## src/rtl/hdla_pkg.sv

```systemverilog
package hdla_pkg;

    localparam int MAX_SLOTS = 8;
    localparam int DVD_W     = 39;
    localparam int PCT_W     = 7;

    localparam logic       FUNC_LOAD   = 1'b0;
    localparam logic       FUNC_WINDOW = 1'b1;

    localparam logic [1:0] MODE_KEEP = 2'd0;
    localparam logic [1:0] MODE_UP   = 2'd1;
    localparam logic [1:0] MODE_DOWN = 2'd2;

    localparam logic [2:0] REG_SLOW       = 3'd0;
    localparam logic [2:0] REG_ERROR      = 3'd1;
    localparam logic [2:0] REG_VOLUME     = 3'd2;
    localparam logic [2:0] REG_LIMITED    = 3'd3;
    localparam logic [2:0] REG_BELOW_UP   = 3'd4;
    localparam logic [2:0] REG_ABOVE_UP   = 3'd5;
    localparam logic [2:0] REG_BELOW_DOWN = 3'd6;
    localparam logic [2:0] REG_ABOVE_DOWN = 3'd7;

    localparam logic [PCT_W-1:0] PCT_FULL = 7'd100;

    typedef struct packed {
        logic        func;
        logic [2:0]  entry_index;
        logic [31:0] load_current;
        logic [31:0] load_minimum;
        logic [31:0] load_soft;
        logic [31:0] load_hard;
        logic [31:0] total_requests;
        logic [31:0] limited_requests;
        logic [31:0] error_requests;
        logic [31:0] slow_requests;
    } t_in_item;

    typedef struct packed {
        logic [2:0]  slot;
        logic [31:0] new_limit;
        logic        changed;
        logic [1:0]  mode;
        logic        last;
    } t_out_item;

    typedef enum logic [3:0] {
        ST_IDLE,
        ST_CHK2,
        ST_CHK3,
        ST_CHK4,
        ST_SEL,
        ST_MUL,
        ST_DIVGO,
        ST_DIV,
        ST_WB,
        ST_WAIT
    } t_state;

    // percent held to 100 at the top and to lo at the bottom
    function automatic logic [PCT_W-1:0] pct_clamp(input logic [PCT_W-1:0] p,
                                                   input logic [PCT_W-1:0] lo);
        logic [PCT_W-1:0] r;
        r = p;
        if (p > PCT_FULL) r = PCT_FULL;
        else if (p < lo) r = lo;
        return r;
    endfunction

    function automatic logic [31:0] served_calls(input logic [31:0] total,
                                                 input logic [31:0] limited);
        return (total > limited) ? (total - limited) : 32'd0;
    endfunction

endpackage

```

## src/rtl/hdla_div.sv

```systemverilog
module hdla_div (
    input  logic                       i_clk,
    input  logic                       i_rst_n,
    input  logic                       i_start,
    input  logic [hdla_pkg::DVD_W-1:0] i_dividend,
    input  logic [hdla_pkg::PCT_W-1:0] i_divisor,
    output logic                       o_done,
    output logic [hdla_pkg::DVD_W-1:0] o_quotient
);
    import hdla_pkg::*;

    localparam int CNT_W = $clog2(DVD_W + 1);

    logic [DVD_W-1:0] r_quo;
    logic [PCT_W:0]   r_rem;
    logic [PCT_W-1:0] r_dvs;
    logic [CNT_W-1:0] r_cnt;
    logic             r_busy;
    logic             r_done;

    logic [PCT_W+1:0] rem_sh;
    logic [PCT_W+1:0] rem_sub;

    // one quotient bit per cycle, restoring
    assign rem_sh  = {r_rem, r_quo[DVD_W-1]};
    assign rem_sub = rem_sh - {2'b00, r_dvs};

    always_ff @(posedge i_clk) begin
        if (!i_rst_n) begin
            r_busy <= 1'b0;
            r_done <= 1'b0;
            r_cnt  <= '0;
        end else begin
            r_done <= 1'b0;
            if (i_start) begin
                r_quo  <= i_dividend;
                r_rem  <= '0;
                r_dvs  <= i_divisor;
                r_cnt  <= CNT_W'(DVD_W);
                r_busy <= 1'b1;
            end else if (r_busy) begin
                if (rem_sub[PCT_W+1]) begin
                    r_rem <= rem_sh[PCT_W:0];
                    r_quo <= {r_quo[DVD_W-2:0], 1'b0};
                end else begin
                    r_rem <= rem_sub[PCT_W:0];
                    r_quo <= {r_quo[DVD_W-2:0], 1'b1};
                end
                r_cnt <= r_cnt - CNT_W'(1);
                if (r_cnt == CNT_W'(1)) begin
                    r_busy <= 1'b0;
                    r_done <= 1'b1;
                end
            end
        end
    end

    assign o_done     = r_done;
    assign o_quotient = r_quo;

endmodule

```

## config.mk

```make
export PLATFORM = sky130hd
export DESIGN_NAME = hdla_div
export DESIGN_NICKNAME = d
export VERILOG_FILES = /design/src/rtl/hdla_pkg.sv /design/src/rtl/hdla_div.sv
export SDC_FILE = /design/constraint.sdc
export NUM_CORES = 1
export LEC_CHECK = 0
export BUFFER_PORTS_ARGS = -buffer_cell sky130_fd_sc_hd__buf_2
export CAP_MARGIN = 10
export CORE_UTILIZATION = 51
export CTS_CLUSTER_SIZE = 20
export DETAILED_ROUTE_END_ITERATION = 6
export PLACE_DENSITY = 0.82
export SYNTH_ARGS = -nofsm -noshare
export SYNTH_HDL_FRONTEND = slang
export SYNTH_SLANG_ARGS = --single-unit
```

## constraint.sdc

```tcl
create_clock -name i_clk -period 4.8 [get_ports i_clk]
set_input_delay 0.96 -clock i_clk [delete_from_list [all_inputs] [get_ports i_clk]]
set_output_delay 0.96 -clock i_clk [all_outputs]
set_load 0.02 [all_outputs]
```

# After elaboration in Yosys (flattened, before gate mapping)

Index checks and enable logic that the tools add are counted.
W data, S select, Z words.

Register bits after elaboration: 62
Input bits: 49

Bitwise operators: 2
Equality and inequality tests: 1
Add/subtract/negate cells: 2
Mux-type cells: 11
Reductions and logical operators: 5

Operators with widths:

| kind                  | count |
|---|---|
| $mux W39              | 2 |
| $mux W8               | 2 |
| $mux W6               | 2 |
| $sub A9 B7 Y9         | 1 |
| $eq A6 B1 Y1 const B  | 1 |
| $sub A6 B1 Y6 const B | 1 |
| $mux W1               | 5 |
| $reduce_and A2 Y1     | 2 |
| $reduce_or A3 Y1      | 1 |
| $not A1 Y1            | 2 |
| $reduce_bool A2 Y1    | 1 |
| $reduce_or A2 Y1      | 1 |

# Depth between registers and ports, before layout

Gate-level depths: netlist (run 1).

Depth after elaboration: 4
Mapped depth: 9
Mapped depth without buffers: 8

# Worst setup path after synthesis (run 1)

Ideal clock, no wire load.

Path kind: input to register
Start: input port i_start
End: register r_quo[0], in the netlist o_quotient[0], enable pin
Library setup time: 0.408 ns
Setup slack: 2.201 ns
Buffers on the path: 1
Arrival time: 2.191 ns
Stages: 2
Path through: buf_6 -> o21a_1

Longest elaborated chain between the ends: 2

Ends and longest elaborated chain:

| what                                | RTL line       | text |
|---|---|---|
| from (decl)                         | hdla_div.sv:4  | `input logic i_start,` |
| $reduce_bool A2 Y1 (no source line) | -              |  |
| $reduce_and A2 Y1 (no source line)  | -              |  |
| to (signal assigned)                | hdla_div.sv:36 | `r_quo <= i_dividend;` |
| to (signal assigned)                | hdla_div.sv:44 | `r_quo <= {r_quo[DVD_W-2:0], 1'b0};` |
| to (signal assigned)                | hdla_div.sv:47 | `r_quo <= {r_quo[DVD_W-2:0], 1'b1};` |
| to (decl)                           | hdla_div.sv:14 | `logic [DVD_W-1:0] r_quo;` |

Every way passes these cells.
A chain may end at the register's enable or synchronous reset.

# Worst setup path after layout (run 1)

Start: register r_quo[38], in the netlist o_quotient[38]
End: register r_rem[7] (data pin)

Longest elaborated chain between the ends: 3

Ends and longest elaborated chain:

| what                 | RTL line       | text |
|---|---|---|
| $sub A9 B7 Y9        | hdla_div.sv:26 | `assign rem_sub = rem_sh - {2'b00, r_dvs};` |
| $mux W8              | hdla_div.sv:42 | `if (rem_sub[PCT_W+1]) begin` |
| $mux W8              | hdla_div.sv:41 | `end else if (r_busy) begin` |
| to (signal assigned) | hdla_div.sv:43 | `r_rem <= rem_sh[PCT_W:0];` |
| to (signal assigned) | hdla_div.sv:46 | `r_rem <= rem_sub[PCT_W:0];` |
| to (decl)            | hdla_div.sv:15 | `logic [PCT_W:0] r_rem;` |

Every way passes these cells. The select of a mux whose other input is x is not followed.

==> results of run 1 <==
stage by stage:
step | utilization, % | setup WS (ns)
6_report | 65.2 | 2.31
5_1_grt | 65.2 | 2.19
4_1_cts | 65.2 | 2.32
3_5_place_dp | 62.6 | 2.32
3_3_place_gp | 62.6 | 2.38
2_1_floorplan | - | 2.20
cell families (layout without fill, tap and decap cells):
| group | count (synthesis) | after routing | synth area share, % |
|---|---|---|---|
| xor+xnor | 6 | 6 | 1.73 |
| simple gates | 39 | 39 | 7.28 |
| fa+ha+maj | 10 | 10 | 4.36 |
| buf+inv | 22 | 118 | 3.33 |
| compound gates | 45 | 45 | 10.3 |
| mux | 39 | 39 | 14.4 |
| flops | 62 | 62 | 58.6 |
routing by layer:
layer,vias to the layer above,wire length (um)
li1,1036,-
met1,997,2550
met2,70,3110
met4,0,38
met5,-,0
met3,4,375
cell type report:
type | count | share of cell area [%]
sequential | 62 | 48.4
tap | 72 | 2.45
clock inverter | 3 | 0.340
timing repair buffer | 89 | 12.2
inverter | 14 | 1.43
multi-input combinational | 139 | 31.5
clock buffer | 12 | 3.67
cell usage in the layout (no fill, tap or decap), drive strengths merged, types with 8 or more instances in the layout:
| cell type | n |
|---|---|
| clkbuf | 12 |
| ha | 9 |
| edfxtp | 54 |
| dfxtp | 8 |
| buf | 89 |
| inv | 14 |
| mux2 | 38 |
| a21oi | 12 |
power by group through the flow:
| stage | clock network, W | logic, W | registers (W) |
|---|---|---|---|
| 6_report | 0.000356 | 0.000247 | 0.000663 |
| 3_3_place_gp | 0 | 0.000239 | 0.000671 |
| 3_5_place_dp | 0 | 0.000247 | 0.000672 |
| 2_1_floorplan | 0 | 0.000150 | 0.000696 |
| 4_1_cts | 0.000364 | 0.000249 | 0.000662 |
| 5_1_grt | 0.000388 | 0.000271 | 0.000667 |
state kept, by name, summed over array words and instances (netlist names):
name and count:
o_done 1, o_quotient 39, r_busy 1, r_cnt 6, r_dvs 7, r_rem 8
final timing paths:
| check | start | slack (ns) | cells past startpoint | to |
|---|---|---|---|---|
| setup / recovery | o_quotient[38] | 2.31 | 8 | r_rem[7] |
| hold / removal | o_quotient[36] | 0.57 | 1 | o_quotient[37] |
| setup reg to reg | o_quotient[38] | 2.31 | 8 | r_rem[7] |
| hold reg to reg | o_quotient[36] | 0.57 | 1 | o_quotient[37] |
==> impl_metrics.toml, run 1 <==
[synth]
synth-seq-area-share_pct = 58.6
synthTopCellsByCount = "edfxtp_1, mux2_2, inv_1"
yosys_warnings = 0
synth_nets = 282
yosys-top-cells-area = "edfxtp_1, mux2_2, dfxtp_1, ha_1, a21oi_1"
syn_inst = 223
yosys_most_used_dff = "edfxtp_1"
synthDistinctLibCells = 45
avgSynthCellArea_um2 = 13.6
post-synth-top-area-cell = "edfxtp_1"
async_reset_ff_share_pct = 0
synth.ff_latch_count = 62
synth_top_area_share_pct = 53.3
synthesis.area_um2 = 3040
synth_edf_count = 54
synth_most_common_cell = "edfxtp_1"

[power_and_ir_drop]
ir_drop_v = 0.000272
p_int_w = 0.000929
combPwrFrac_pct = 19.5
seq_power_share_pct = 52.3
powerDensity_nw_per_um2 = 344
p_leak_nw = 1.50
p_clk_share_pct = 28.1
p_switching_w = 0.000337
finalPower_w = 0.00127
switching_share_pct = 26.6

[floorplanning]
die_height_um = 79.2
rows = 27
core_um2 = 5640
start_util_pct = 53.9
dieArea_um2 = 6270
num_io_pins = 89
die_w_um = 79.2

[detailed_routing]
drc = 0
num_vias = 2107
wl_per_cell_um = 15.5
viasPerCell = 5.39
finalWirelength_um = 6070
ant_nets = 0
firstDrtPassIters = 4
drt-initial-drc-count = 162

[grt]
grt_use_met3_pct = 6.67
grt_start_max_net_pins = 56
grt_use_total_pct = 20.7
use_met2_pct = 33.5
first_global_vias = 2043
antenna_found_initial = 0
met1_usage_pct = 26.0
grt_pass1_wl_um = 9630
grt-ovfl-total = 0
top_usage_layer = "met2"

[placement]
gp_congestion = 0.818
hpwl_um = 4340
dp.cells = 376
placed_cell_area_um2 = 3530
numPortBuffers = 88

[layout]
nFillCells = 404
areaGrowthSynthToFinish_pct = 21.0
layout-drive-gt1-share_pct = 44.2
seqCellArea_um2 = 1780
fin_nets = 374
num_antenna_cells = 0
fin_area_um2 = 3680
multi_input_area_um2 = 1160
fin_cells = 391

[setup_path]
path_delay_family = "compound AO/OA/AOI/OAI gates"
worstPathCellList = "inv_1, ha_1, fa_1, nand2b_1, a2111o_1, o311a_1, or4_1, a21oi_1"
crit_type = "flip-flop to flip-flop"
arrival_ns = 2.66
start_kind = "flip-flop"
max_stage_delay_ns = 0.41
cp-end-kind = "flip-flop"
path_buf_inv = 1
critPathMaxFanout = 3
cp_slowest_cell = "a2111o_1"
crit_required_ns = 4.97

[sta]
finClkSkew_ns = 0.00728
fin_crit_sh_pct = 51.9
worstMarginPinSlew_ns = 1.12
setup_viol = 0
rsz0062_at_grt = "false"
fin_crit_ns = 2.49
maxSlewViolCount = 0
setup-tns-final_ns = 0
fmax_ghz = 0.401
holdWs_ns = 0.566
finalHoldViolCount = 0
relSlewSlack_pct = 25.6

[clock_tree]
clk_latency_ns = 0.33
post-cts-setup-buffer-count = 0
numCtsBuffers = 9
postCtsHoldBufs = 0
cts_tree = "yes"
path_clk_slew_ns = 0.06
htreeDepth = 3
post_cts_resized = 0
clk_path_buf_depth = 2
cts_root_buf = "clkbuf_8"
cts_sinks = 62

[flow_run]
maxCapViolations = 0

[min_path]
hp-class = "flip-flop to flip-flop"

[status]
outcome = "finished, final reports clean"
Note: power is estimated with default switching activity, not from simulation.
==> run 2: changes to the inputs <==
--- a/config.mk
+++ b/config.mk
@@ -5,6 +5,7 @@
 export SDC_FILE = /design/constraint.sdc
 export NUM_CORES = 1
 export LEC_CHECK = 0
+export ABC_AREA = 1
 export BUFFER_PORTS_ARGS = -buffer_cell sky130_fd_sc_hd__buf_2
 export CAP_MARGIN = 10
 export CORE_UTILIZATION = 51
==> constraint.sdc (replaced) <==
create_clock -name i_clk -period 2.6 [get_ports i_clk]
set_input_delay 0.52 -clock i_clk [delete_from_list [all_inputs] [get_ports i_clk]]
set_output_delay 0.52 -clock i_clk [all_outputs]
set_load 0.02 [all_outputs]
==> run 2 against run 1 <==
Clock power rose to 2.9 times the previous value. Largest cell class unchanged. First-iteration DRC count fell by 38%. Clock-buffer cell count fell by 2. Critical endpoint is now r_rem[4]. Final cell count rose by 31%. Hold slack got worse by 0.20 ns. Register-to-register slack got worse by 1.9 ns. Fmax rose by 15%. Non-clock buffer count rose by 4. Utilization rose by 2.3 points.
==> impl_metrics.toml, run 2 <==
[status]
outcome = "finished, final reports clean"

[power_and_ir_drop]
p_switching_w = 0.000696
powerDensity_nw_per_um2 = 704
seq_power_share_pct = 45.6
ir_drop_v = 0.000395
p_leak_nw = 1.91
p_int_w = 0.00197
switching_share_pct = 26.1
p_clk_share_pct = 38.2
combPwrFrac_pct = 16.2

[setup_path]
worstPathCellList = "inv_1, ha_1, fa_1, inv_1, nand2_1, nand2_1, nand3_1, nand2_1, nand2_2, nand2_2, nand2_1, nand2_1, nor2_1"
cp-end-kind = "flip-flop"
crit_required_ns = 2.69
critPathMaxFanout = 11
arrival_ns = 2.26
path_delay_family = "simple AND/OR/NAND/NOR gates"
start_kind = "flip-flop"
cp_slowest_cell = "fa_1"
path_buf_inv = 2
crit_path_frequent_cell = "nand2_1"
max_stage_delay_ns = 0.41
crit_type = "flip-flop to flip-flop"

[synth]
post-synth-top-area-cell = "edfxtp_1"
yosys_warnings = 0
yosys_most_used_dff = "edfxtp_1"
synthTopCellsByCount = "nand2_1, edfxtp_1, inv_1"
async_reset_ff_share_pct = 0
synth_most_common_cell = "nand2_1"
synth_top_area_share_pct = 53.5
synthesis.area_um2 = 3030
synth_edf_count = 54
synth.ff_latch_count = 62
synthDistinctLibCells = 26
avgSynthCellArea_um2 = 8.81
yosys-top-cells-area = "edfxtp_1, nand2_1, dfxtp_1, inv_1, ha_1"
syn_inst = 344
synth-seq-area-share_pct = 58.8
synth_nets = 403

[grt]
grt-ovfl-total = 0
first_global_vias = 2442
grt_pass1_wl_um = 10300
grt_start_max_net_pins = 38
grt_use_total_pct = 21.7
antenna_found_initial = 0

[sta]
setup-tns-final_ns = 0
worstMarginPinSlew_ns = 0.351
relSlewSlack_pct = 76.6
fin_crit_sh_pct = 83.5
setup_viol = 0
finalHoldViolCount = 0
rsz0062_at_grt = "false"
finClkSkew_ns = 0.00616
maxSlewViolCount = 0
fmax_ghz = 0.461
fin_crit_ns = 2.17

[floorplanning]
start_util_pct = 54.1
dieArea_um2 = 6260
die_height_um = 79.1
rows = 27
num_io_pins = 89
core_um2 = 5610
die_w_um = 79.1

[clock_tree]
clk_latency_ns = 0.33
numCtsBuffers = 9
htreeDepth = 3
path_clk_slew_ns = 0.07
clk_path_buf_depth = 2
postCtsHoldBufs = 0
post-cts-setup-buffer-count = 0
cts_tree = "yes"
cts_root_buf = "clkbuf_8"
cts_sinks = 62
post_cts_resized = 0

[min_path]
hp-class = "input port to flip-flop"

[detailed_routing]
drc = 0
ant_nets = 0
num_vias = 2476
drt-initial-drc-count = 101
wl_per_cell_um = 12.0
firstDrtPassIters = 6
finalWirelength_um = 6180
viasPerCell = 4.82

[layout]
final_util_pct = 67.5
layout-drive-gt1-share_pct = 25.6
areaGrowthSynthToFinish_pct = 24.9
final_common_cell = "nand2_1"
fin_nets = 496
final_cell_mix = "nand2_1, buf_2, edfxtp_1, inv_1, nor2_1"
num_antenna_cells = 0
largest_register_ffs = 39

[placement]
gp_congestion = 0.821
hpwl_um = 4500
numPortBuffers = 88

[flow_run]
maxCapViolations = 0
## run 2: final timing paths
kind / slack (ns) / startpoint / depth (start not counted) / end
setup / recovery: 0.43 / o_quotient[38] / 13 / r_rem[4]
hold reg to reg: 0.51 / r_cnt[1] / 2 / r_cnt[1]
setup reg to reg: 0.43 / o_quotient[38] / 13 / r_rem[4]
hold / removal: 0.36 / i_divisor[6] / 1 / r_dvs[6]
## run 2: cell type report
class,count,area (um2)
clock buffer,10,128
clock inverter,6,110
fill,460,1820
inverter,35,131
multi-input combinational,236,1070
sequential,62,1780
tap,72,90.1
timing repair buffer,93,478
## run 2: through the flow
| step | power (W) | instance area [um2] | hold slack (ns) | worst slack, ns | instances |
|---|---|---|---|---|---|
| floorplan | 0.00154 | 3030 | 0.454 | 0.202 | 344 |
| global placement | 0.00165 | 3550 | 0.472 | 0.594 | 498 |
| detailed placement | 0.00167 | 3550 | 0.500 | 0.457 | 498 |
| CTS | 0.00268 | 3790 | 0.351 | 0.441 | 514 |
| global route | 0.00278 | 3790 | 0.346 | 0.245 | 514 |
| finish | 0.00266 | 3790 | 0.363 | 0.429 | 514 |
## run 2: worst register-to-register path, stage by stage (launching register included)
cell and delay, ns:
edfxtp_1 0.39, inv_1 0.06, ha_1 0.22, fa_1 0.41
inv_1 0.07, nand2_1 0.04, nand2_1 0.07, nand3_1 0.13
nand2_1 0.12, nand2_2 0.06, nand2_2 0.17, nand2_1 0.08
nand2_1 0.06, nor2_1 0.04
## run 2: cells by family (layout without fill, tap and decap cells)
family | count (synthesis) | count (layout) | synth area share [%]
AO/OA/AOI/OAI | 15 | 15 | 2.81
XOR/XNOR | 3 | 3 | 0.867
adder cells (fa/ha/maj) | 10 | 10 | 4.37
buffers and inverters | 46 | 144 | 6.27
flip-flops | 62 | 62 | 58.8
AND/OR/NAND/NOR | 208 | 208 | 26.9
## run 2: power by group through the flow
stage	Clock [W]	Combinational, W	Sequential [W]
finish	0.00102	0.000432	0.00121
global route	0.00107	0.000489	0.00122
CTS	0.00102	0.000437	0.00121
detailed placement	0	0.000436	0.00123
global placement	0	0.000421	0.00123
floorplan	0	0.000257	0.00128
## run 2: routing by layer
layer / global-route usage, % / wire, um / up-vias
li1: - / - / 1274
met1: 25.3 / 2680 / 1105
met2: 35.6 / 2970 / 85
met3: 8.05 / 440 / 12
met4: 9.64 / 88 / 0
met5: 0 / 0 / -
